## src/hw/rtl/euclidean_rhythm_generator_macros.svh

```systemverilog
// Assertion macros for the rhythm generator RTL.
// Each macro expands to a concurrent assertion clocked on clock and
// disabled during reset, and to nothing in a synthesis build.
`ifndef EUCLIDEAN_RHYTHM_GENERATOR_MACROS_SVH
`define EUCLIDEAN_RHYTHM_GENERATOR_MACROS_SVH

`ifndef SYNTHESIS
`define ERG_ASSERT_IMP(label, pre, post) \
   label: assert property (@(posedge clock) disable iff (reset) (pre) |-> (post)) \
      else $error("rhythm generator check failed");
`define ERG_ASSERT_NEXT(label, pre, post) \
   label: assert property (@(posedge clock) disable iff (reset) (pre) |=> (post)) \
      else $error("rhythm generator check failed");
`else
`define ERG_ASSERT_IMP(label, pre, post)
`define ERG_ASSERT_NEXT(label, pre, post)
`endif

`endif

```

## src/hw/rtl/erg_pkg.sv

```systemverilog
`timescale 1ns / 1ps

package erg_pkg;

   // Store geometry.
   localparam int MAX_STEPS          = 64;
   localparam int PATTERN_COUNT      = 16;
   localparam int TRACKS_PER_PATTERN = 8;

   // Field widths.
   localparam int LEN_W  = 7;
   localparam int POS_W  = 6;
   localparam int ROT_W  = 16;
   localparam int CNT_W  = $clog2(ROT_W);
   localparam int NOTE_W = 7;

   localparam logic [LEN_W-1:0]  MAX_LEN          = LEN_W'(MAX_STEPS);
   localparam logic [LEN_W-1:0]  FALLBACK_RESET   = 7'd16;
   localparam logic [NOTE_W-1:0] DEFAULT_VELOCITY = 7'd100;
   localparam logic [7:0]        NOTE_MASK        = 8'h7F;

   // Result of the shared subtract and compare unit.
   typedef struct packed {
      logic             ge;
      logic [LEN_W-1:0] diff;
   } sub_result_type;

endpackage

```

## src/hw/rtl/erg_sub_unit.sv

```systemverilog
`timescale 1ns / 1ps

// Shared subtractor: gives a - b and whether a is at least b.
module erg_sub_unit (
   input  logic [erg_pkg::LEN_W-1:0] a,
   input  logic [erg_pkg::LEN_W-1:0] b,
   output erg_pkg::sub_result_type   result
);

   logic [erg_pkg::LEN_W:0] wide;

   assign wide        = {1'b0, a} - {1'b0, b};
   assign result.ge   = ~wide[erg_pkg::LEN_W];
   assign result.diff = wide[erg_pkg::LEN_W-1:0];

endmodule

```

## src/hw/rtl/euclidean_rhythm_generator.sv

```systemverilog
// The bit-serial rotation modulo, a correction state and the step walk run in turn;
// a new request is taken only in idle, after the last result beat is registered. The
// modulo and the walk, one beat per cycle while the output slot is free, share one subtractor.
// Reset (synchronous, active high) returns to idle, drops rsp_tvalid and sets
// fallback_length to 16.
`timescale 1ns / 1ps

`include "euclidean_rhythm_generator_macros.svh"

module euclidean_rhythm_generator (
   input  logic        clock,
   input  logic        reset,

   // Request channel.
   input  logic        req_tvalid,
   output logic        req_tready,
   // tdata, lowest bit up: pulse_count[7:0], step_count[15:8], rotation[31:16],
   // note_in[39:32], velocity_in[47:40].
   input  logic [47:0] req_tdata,
   // tuser, lowest bit up: pattern_index[3:0], track_index[6:4].
   input  logic [6:0]  req_tuser,

   // Result channel.
   output logic        rsp_tvalid,
   input  logic        rsp_tready,
   // tdata, lowest bit up: step_position[5:0], hit[6], note_out[13:7],
   // velocity_out[20:14], new_length[27:21], zero pad[31:28].
   output logic [31:0] rsp_tdata,
   // tuser, lowest bit up: pattern_out[3:0], track_out[6:4].
   output logic [6:0]  rsp_tuser,
   output logic        rsp_tlast,

   // Configuration channel: fallback_length.
   input  logic        csr_valid,
   output logic        csr_ready,
   input  logic [6:0]  csr_data
);

   localparam int LW = erg_pkg::LEN_W;
   localparam int PW = erg_pkg::POS_W;
   localparam int RW = erg_pkg::ROT_W;
   localparam int CW = erg_pkg::CNT_W;
   localparam int NW = erg_pkg::NOTE_W;

   typedef enum logic [1:0] {
      S_IDLE,
      S_DIV,
      S_FIX,
      S_RUN
   } state_type;

   state_type         state_ff, state_in;
   logic [LW-1:0]     fallback_ff, fallback_in;
   logic [LW-1:0]     steps_ff, steps_in;
   logic [LW-1:0]     pulses_ff, pulses_in;
   logic [LW-1:0]     acc_ff, acc_in;
   logic [LW-1:0]     idx_ff, idx_in;
   logic [PW-1:0]     pos_ff, pos_in;
   logic [PW-1:0]     rem_ff, rem_in;
   logic [RW-1:0]     mag_ff, mag_in;
   logic              neg_ff, neg_in;
   logic [CW-1:0]     bit_cnt_ff, bit_cnt_in;
   logic [3:0]        pattern_ff, pattern_in;
   logic [2:0]        track_ff, track_in;
   logic [NW-1:0]     note_ff, note_in;
   logic [NW-1:0]     vel_ff, vel_in;

   logic              rsp_valid_ff, rsp_valid_in;
   logic [PW-1:0]     out_pos_ff, out_pos_in;
   logic              out_hit_ff, out_hit_in;
   logic [NW-1:0]     out_note_ff, out_note_in;
   logic [NW-1:0]     out_vel_ff, out_vel_in;
   logic [LW-1:0]     out_len_ff, out_len_in;
   logic              out_last_ff, out_last_in;
   logic [3:0]        out_pattern_ff, out_pattern_in;
   logic [2:0]        out_track_ff, out_track_in;

   // Request fields.
   logic [3:0]        req_pattern;
   logic [2:0]        req_track;
   logic signed [7:0] req_pulses;
   logic signed [7:0] req_steps;
   logic signed [RW-1:0] req_rotation;
   logic [7:0]        req_note;
   logic [7:0]        req_velocity;

   assign req_pulses   = req_tdata[7:0];
   assign req_steps    = req_tdata[15:8];
   assign req_rotation = req_tdata[31:16];
   assign req_note     = req_tdata[39:32];
   assign req_velocity = req_tdata[47:40];
   assign req_pattern  = req_tuser[3:0];
   assign req_track    = req_tuser[6:4];

   // Effective step count and pulse count of an incoming request. A step
   // count below one takes the fallback length, itself held to 1..MAX_STEPS.
   logic [LW-1:0] eff_steps;
   logic [LW-1:0] eff_pulses;
   logic          req_in_range;

   always_comb begin
      if (req_steps < 8'sd1) begin
         if (fallback_ff == '0) begin
            eff_steps = LW'(1);
         end else if (fallback_ff > erg_pkg::MAX_LEN) begin
            eff_steps = erg_pkg::MAX_LEN;
         end else begin
            eff_steps = fallback_ff;
         end
      end else if ({1'b0, req_steps[6:0]} > {1'b0, erg_pkg::MAX_LEN}) begin
         eff_steps = erg_pkg::MAX_LEN;
      end else begin
         eff_steps = req_steps[6:0];
      end

      if (req_pulses[7]) begin
         eff_pulses = '0;
      end else if (req_pulses[6:0] > eff_steps) begin
         eff_pulses = eff_steps;
      end else begin
         eff_pulses = req_pulses[6:0];
      end
   end

   assign req_in_range = (int'(req_pattern) < erg_pkg::PATTERN_COUNT) &&
                         (int'(req_track) < erg_pkg::TRACKS_PER_PATTERN);

   // The single subtract and compare unit. During the modulo it does one
   // restoring step per cycle, in the correction cycle it forms steps minus
   // remainder for a negative rotation, and during the step walk it tests
   // the Bresenham bucket against the step count.
   logic [LW-1:0]           sub_a;
   logic [LW-1:0]           sub_b;
   erg_pkg::sub_result_type sub_res;
   logic [LW-1:0]           div_part;
   logic [LW-1:0]           bucket_sum;

   assign div_part   = {rem_ff, mag_ff[RW-1]};
   assign bucket_sum = acc_ff + pulses_ff;

   always_comb begin
      case (state_ff)
         S_DIV: begin
            sub_a = div_part;
            sub_b = steps_ff;
         end
         S_FIX: begin
            sub_a = steps_ff;
            sub_b = {1'b0, rem_ff};
         end
         S_RUN: begin
            sub_a = bucket_sum;
            sub_b = steps_ff;
         end
         default: begin
            sub_a = '0;
            sub_b = '0;
         end
      endcase
   end

   erg_sub_unit u_sub (
      .a      (sub_a),
      .b      (sub_b),
      .result (sub_res)
   );

   assign req_tready = (state_ff == S_IDLE);
   assign csr_ready  = 1'b1;

   logic          out_slot_free;
   logic [PW-1:0] pos_next;

   assign out_slot_free = !rsp_valid_ff || rsp_tready;
   assign pos_next      = pos_ff + PW'(1);

   always_comb begin
      state_in       = state_ff;
      fallback_in    = fallback_ff;
      steps_in       = steps_ff;
      pulses_in      = pulses_ff;
      acc_in         = acc_ff;
      idx_in         = idx_ff;
      pos_in         = pos_ff;
      rem_in         = rem_ff;
      mag_in         = mag_ff;
      neg_in         = neg_ff;
      bit_cnt_in     = bit_cnt_ff;
      pattern_in     = pattern_ff;
      track_in       = track_ff;
      note_in        = note_ff;
      vel_in         = vel_ff;
      rsp_valid_in   = rsp_valid_ff && !rsp_tready;
      out_pos_in     = out_pos_ff;
      out_hit_in     = out_hit_ff;
      out_note_in    = out_note_ff;
      out_vel_in     = out_vel_ff;
      out_len_in     = out_len_ff;
      out_last_in    = out_last_ff;
      out_pattern_in = out_pattern_ff;
      out_track_in   = out_track_ff;

      if (csr_valid) begin
         fallback_in = csr_data;
      end

      case (state_ff)
         S_IDLE: begin
            // A request whose pattern or track lies outside the store is
            // dropped without any result beat.
            if (req_tvalid && req_in_range) begin
               state_in   = S_DIV;
               steps_in   = eff_steps;
               pulses_in  = eff_pulses;
               pattern_in = req_pattern;
               track_in   = req_track;
               note_in    = NW'(req_note & erg_pkg::NOTE_MASK);
               vel_in     = (req_velocity != 8'd0) ? req_velocity[NW-1:0]
                                                   : erg_pkg::DEFAULT_VELOCITY;
               neg_in     = req_rotation[RW-1];
               mag_in     = req_rotation[RW-1] ? RW'(-req_rotation) : req_rotation;
               rem_in     = '0;
               bit_cnt_in = '0;
            end
         end
         S_DIV: begin
            // Remainder stays below the step count, so it fits in POS_W bits.
            rem_in     = sub_res.ge ? sub_res.diff[PW-1:0] : div_part[PW-1:0];
            mag_in     = {mag_ff[RW-2:0], 1'b0};
            bit_cnt_in = bit_cnt_ff + CW'(1);
            if (bit_cnt_ff == CW'(RW - 1)) begin
               state_in = S_FIX;
            end
         end
         S_FIX: begin
            // Wrap a negative rotation into 0..steps-1.
            if (neg_ff && (rem_ff != '0)) begin
               pos_in = sub_res.diff[PW-1:0];
            end else begin
               pos_in = rem_ff;
            end
            acc_in = '0;
            idx_in = '0;
            state_in = S_RUN;
         end
         S_RUN: begin
            if (out_slot_free) begin
               rsp_valid_in   = 1'b1;
               out_pos_in     = pos_ff;
               out_hit_in     = sub_res.ge;
               out_note_in    = sub_res.ge ? note_ff : '0;
               out_vel_in     = sub_res.ge ? vel_ff : '0;
               out_len_in     = steps_ff;
               out_last_in    = (idx_ff == steps_ff - LW'(1));
               out_pattern_in = pattern_ff;
               out_track_in   = track_ff;
               acc_in         = sub_res.ge ? sub_res.diff : bucket_sum;
               idx_in         = idx_ff + LW'(1);
               pos_in         = ({1'b0, pos_next} == steps_ff) ? '0 : pos_next;
               if (idx_ff == steps_ff - LW'(1)) begin
                  state_in = S_IDLE;
               end
            end
         end
         default: begin
            state_in = S_IDLE;
         end
      endcase
   end

   always_ff @(posedge clock) begin
      if (reset) begin
         state_ff     <= S_IDLE;
         fallback_ff  <= erg_pkg::FALLBACK_RESET;
         rsp_valid_ff <= 1'b0;
      end else begin
         state_ff     <= state_in;
         fallback_ff  <= fallback_in;
         rsp_valid_ff <= rsp_valid_in;
      end
      steps_ff       <= steps_in;
      pulses_ff      <= pulses_in;
      acc_ff         <= acc_in;
      idx_ff         <= idx_in;
      pos_ff         <= pos_in;
      rem_ff         <= rem_in;
      mag_ff         <= mag_in;
      neg_ff         <= neg_in;
      bit_cnt_ff     <= bit_cnt_in;
      pattern_ff     <= pattern_in;
      track_ff       <= track_in;
      note_ff        <= note_in;
      vel_ff         <= vel_in;
      out_pos_ff     <= out_pos_in;
      out_hit_ff     <= out_hit_in;
      out_note_ff    <= out_note_in;
      out_vel_ff     <= out_vel_in;
      out_len_ff     <= out_len_in;
      out_last_ff    <= out_last_in;
      out_pattern_ff <= out_pattern_in;
      out_track_ff   <= out_track_in;
   end

   assign rsp_tvalid = rsp_valid_ff;
   assign rsp_tdata  = {4'b0000, out_len_ff, out_vel_ff, out_note_ff, out_hit_ff, out_pos_ff};
   assign rsp_tuser  = {out_track_ff, out_pattern_ff};
   assign rsp_tlast  = out_last_ff;

   // The rotated position always lies inside the track.
   `ERG_ASSERT_IMP(a_pos_in_track, rsp_valid_ff, {1'b0, out_pos_ff} < out_len_ff)
   // An empty step carries neither note nor velocity.
   `ERG_ASSERT_IMP(a_empty_step, rsp_valid_ff && !out_hit_ff, out_note_ff == '0 && out_vel_ff == '0)
   // While walking the steps, the bucket and step index stay below the step count.
   `ERG_ASSERT_IMP(a_walk_bounds, state_ff == S_RUN, acc_ff < steps_ff && idx_ff < steps_ff)
   // A beat that is not the last one means the walk is still going.
   `ERG_ASSERT_IMP(a_not_last_busy, rsp_valid_ff && rsp_tready && !out_last_ff, state_ff == S_RUN)
   // The walk starts with an empty bucket at step zero.
   `ERG_ASSERT_NEXT(a_walk_start, state_ff == S_FIX, acc_ff == '0 && idx_ff == '0)

endmodule

```

## config.mk

```make
export PLATFORM = sky130hd
export DESIGN_NAME = euclidean_rhythm_generator
export DESIGN_NICKNAME = d
export VERILOG_FILES = /design/src/hw/rtl/erg_pkg.sv /design/src/hw/rtl/erg_sub_unit.sv /design/src/hw/rtl/euclidean_rhythm_generator.sv
export VERILOG_INCLUDE_DIRS = /design/src /design/src/hw/rtl
export SDC_FILE = /design/constraint.sdc
export NUM_CORES = 1
export LEC_CHECK = 0
export ABC_AREA = 0
export BUFFER_PORTS_ARGS = -buffer_cell sky130_fd_sc_hd__buf_2
export CAP_MARGIN = 20
export CORE_MARGIN = 5
export CORE_UTILIZATION = 57
export DETAILED_ROUTE_END_ITERATION = 6
export PLACE_DENSITY_LB_ADDON = 0.2
export SLEW_MARGIN = 25
export SYNTH_ARGS = -nofsm -noshare
export SYNTH_HDL_FRONTEND = slang
export SYNTH_SLANG_ARGS = --single-unit
```

## constraint.sdc

```tcl
create_clock -name clock -period 3.95 [get_ports clock]
set_input_delay 0.79 -clock clock [delete_from_list [all_inputs] [get_ports clock]]
set_output_delay 0.79 -clock clock [all_outputs]
set_load 0.01 [all_outputs]
```

==> flow_metrics.env <==
export IMPL_clock_sinks=128
export IMPL_ys_top_cells_by_area="edfxtp_1, ha_1, xor2_1"
export IMPL_synth_avg_cell_area_sq_um=11.6
export IMPL_crit_required_ns=4.09
export IMPL_grt_pass1_wl_um=23500
export IMPL_critPathCapture="acc_ff[5]"
export IMPL_synth_top_cell_area_share=0.513
export IMPL_die_h_um=120
export IMPL_vias=4977
export IMPL_tightest_slew_ns=0.769
export IMPL_layout_nets=806
export IMPL_drt_pass1_iter_count=7
export IMPL_ir_drop_uv=630
export IMPL_status="completed"
export IMPL_drive_gt1_frac=0.244
export IMPL_gp_congestion=0.924
export IMPL_die_w_um=120
export IMPL_clock_root_buffer="clkbuf_16"
export IMPL_globalRouteTotalUtil=0.209
export IMPL_rsz0062_at_grt="false"
export IMPL_p_per_area_nw_per_um2=798
export IMPL_rows=40
export IMPL_drtIter0Drc=358
export IMPL_final_common_cell="edfxtp_1"
export IMPL_fin_crit_ns=3.67
export IMPL_dp_cells=831
export IMPL_wirelength_um=14600
export IMPL_busiest_layer="met2"
export IMPL_yosys_register_bits=128
export IMPL_clk_pin_slew_ns=0.06
export IMPL_crit_fanout=6
export IMPL_antenna_found_initial=0
export IMPL_synth_cell_types=73
export IMPL_syn2layout_area_growth_pct=20.4
export IMPL_h_tree_depth=4
export IMPL_n_antenna_cell=0
export IMPL_cellLeakagePower_nw=3.33
export IMPL_cts_tree="yes"
export IMPL_r2r_cells=13
export IMPL_synth_area_leader_cell="edfxtp_1"
export IMPL_use_met3=0.0495
export IMPL_critical_path_arrival_ns=3.81
export IMPL_wl_per_cell_um=16.8
export IMPL_clk_latency_ns=0.42
export IMPL_ios=110
export IMPL_design_core_area_sq_um=12000
export IMPL_crit_type="reg -> reg"
export IMPL_via_per_inst=5.73
export IMPL_final_design_area_no_fill_sq_um=8310
export IMPL_met1_usage=0.260
export IMPL_clock_path_buffers=2
export IMPL_tns_ns=0
export IMPL_grtUsageMet2=0.351
export IMPL_relSlewSlack=0.485
export IMPL_drc=0
export IMPL_fmax_mhz=272
export IMPL_hold_class="reg -> reg"
export IMPL_fin_skew_ns=0.00674
export IMPL_syn_area_sq_um=6900
export IMPL_grt_max_degree=38
export IMPL_synth_seq_area_share=0.542
export IMPL_maxSlewViolCount=0
export IMPL_min_from="pattern_ff[1]"
export IMPL_min_period_over_period=0.930
export IMPL_synth_edf_count=118
export IMPL_cp_start_kind="flop"
export IMPL_grt_overflow_total=0
export IMPL_syn_inst=593
export IMPL_hold_viol_final=0
export IMPL_synth_async_sr_flop_share=0
export IMPL_synth_flop_cell="edfxtp_1"
export IMPL_dpl_hpwl_um=10400
export IMPL_end_kind="flop"
export IMPL_ff2ff_setup_slack_ns=0.28
export IMPL_reg2reg_from="pulses_ff[1]"
export IMPL_mostFrequentLayoutCells="edfxtp_1, buf_2, nor2_1"
export IMPL_stdcell_count=868
export IMPL_setup_violations_final=0
export IMPL_worstSetupStartpoint="pulses_ff[1]"
export IMPL_placed_cell_area_sq_um=7590
export IMPL_dieArea_sq_um=14400
export IMPL_cts_made_buffers=17
export IMPL_start_util=0.577
export IMPL_grt_pass1_vias=4845
export IMPL_numPortBuffers=103
export IMPL_antenna_violating_nets_post_route=0
export IMPL_cap_violations=0
export IMPL_cts_hold_buffers_added=0
export IMPL_final_util=0.695
export IMPL_worstReg2RegEnd="acc_ff[5]"
export IMPL_ys_warn_count=0
sequential cells by signal, indices dropped and copies added (netlist names), 2 cells and up:
register,flops
out_len_ff,7
idx_ff,7
fallback_ff,7
mag_ff,16
out_track_ff,3
state_ff,2
track_ff,3
bit_cnt_ff,4
acc_ff,7
out_vel_ff,7
pulses_ff,7
out_pattern_ff,4
note_ff,7
pos_ff,6
pattern_ff,4
rem_ff,6
vel_ff,7
out_pos_ff,6
out_note_ff,7
steps_ff,7
per-layer routing:
layer / vias up / wire length (um)
li1: 2430 / -
met1: 2384 / 6110
met2: 138 / 7400
met3: 25 / 760
met4: 0 / 322
met5: - / 0
metrics by stage:
stage | setup WS, ns | hold WS, ns | power (mW)
final | 0.278 | 0.413 | 6.63
after global routing | 0.0176 | 0.434 | 7.03
after CTS | 0.0478 | 0.415 | 6.50
after detailed placement | 0.0791 | 0.405 | 4.75
after global placement | 0.125 | 0.400 | 4.65
after floorplan | 0.579 | 0.400 | 4.03
cell usage after synthesis, types with 6 or more instances:
master,number
mux2i_1,16
edfxtp_1,118
o211a_1,6
buf_4,6
o21ai_1,17
nor3_1,7
dfxtp_1,10
nor2b_1,13
clkbuf_1,18
nand2b_1,7
inv_1,28
xnor2_1,19
or2_2,8
xor2_1,23
o22ai_1,8
nand3_1,19
a21oi_1,19
o21ai_0,13
nand2_1,32
nor2_1,52
ha_1,29
a22oi_1,8
mux2_2,6
and2_1,17
area by class of cell:
class | instances | area (sq um)
tap | 147 | 184
fill | 895 | 3650
clock inverter | 13 | 216
timing repair buffer | 124 | 693
sequential | 128 | 3740
clock buffer | 19 | 433
multi-input combinational | 408 | 2930
inverter | 29 | 109
worst max-delay path: stages (launching register included):
cell and delay (ns):
edfxtp_1 0.42, ha_1 0.31, a21o_1 0.17, a21oi_1 0.28, xnor2_1 0.13, a222oi_1 0.33, nor2_1 0.09, ha_1 0.34
o21a_1 0.11, o31a_1 0.13, buf_4 0.16, o41a_1 0.43, o32ai_1 0.33, o22ai_1 0.16
timing repair:
item | in CTS | in global routing
buffers inserted | 0 | 4
gates resized for setup | 0 | 2
setup endpoints to repair | 0 | 20
report_power, final:
part	internal (mW)	switching, mW
clock	1.17	0.548
sequential	2.06	0.230
combinational	1.10	1.52
total	4.33	2.29
logic make-up (layout without fill, tap and decap cells):
family	Yosys count	count (layout)	synth area share
XOR/XNOR	43	43	0.0566
AO/OA/AOI/OAI	124	124	0.133
AND/OR/NAND/NOR	180	180	0.133
buffers and inverters	60	185	0.0375
adder cells (fa/ha/maj)	31	31	0.0584
multiplexers	25	25	0.0384
flip-flops	128	128	0.542
other	2	5	0.00109
how the worst min path moves through the flow:
stage | endpoint | slack, ns | depth (start not counted)
floorplan | out_pattern_ff[0] | 0.40 | 0
global placement | out_pattern_ff[2] | 0.40 | 0
detailed placement | out_pattern_ff[2] | 0.41 | 0
CTS | out_pattern_ff[1] | 0.42 | 0
global route | out_pattern_ff[0] | 0.43 | 0
finish | out_pattern_ff[1] | 0.41 | 0
Note: power is estimated with default switching activity, not from simulation.
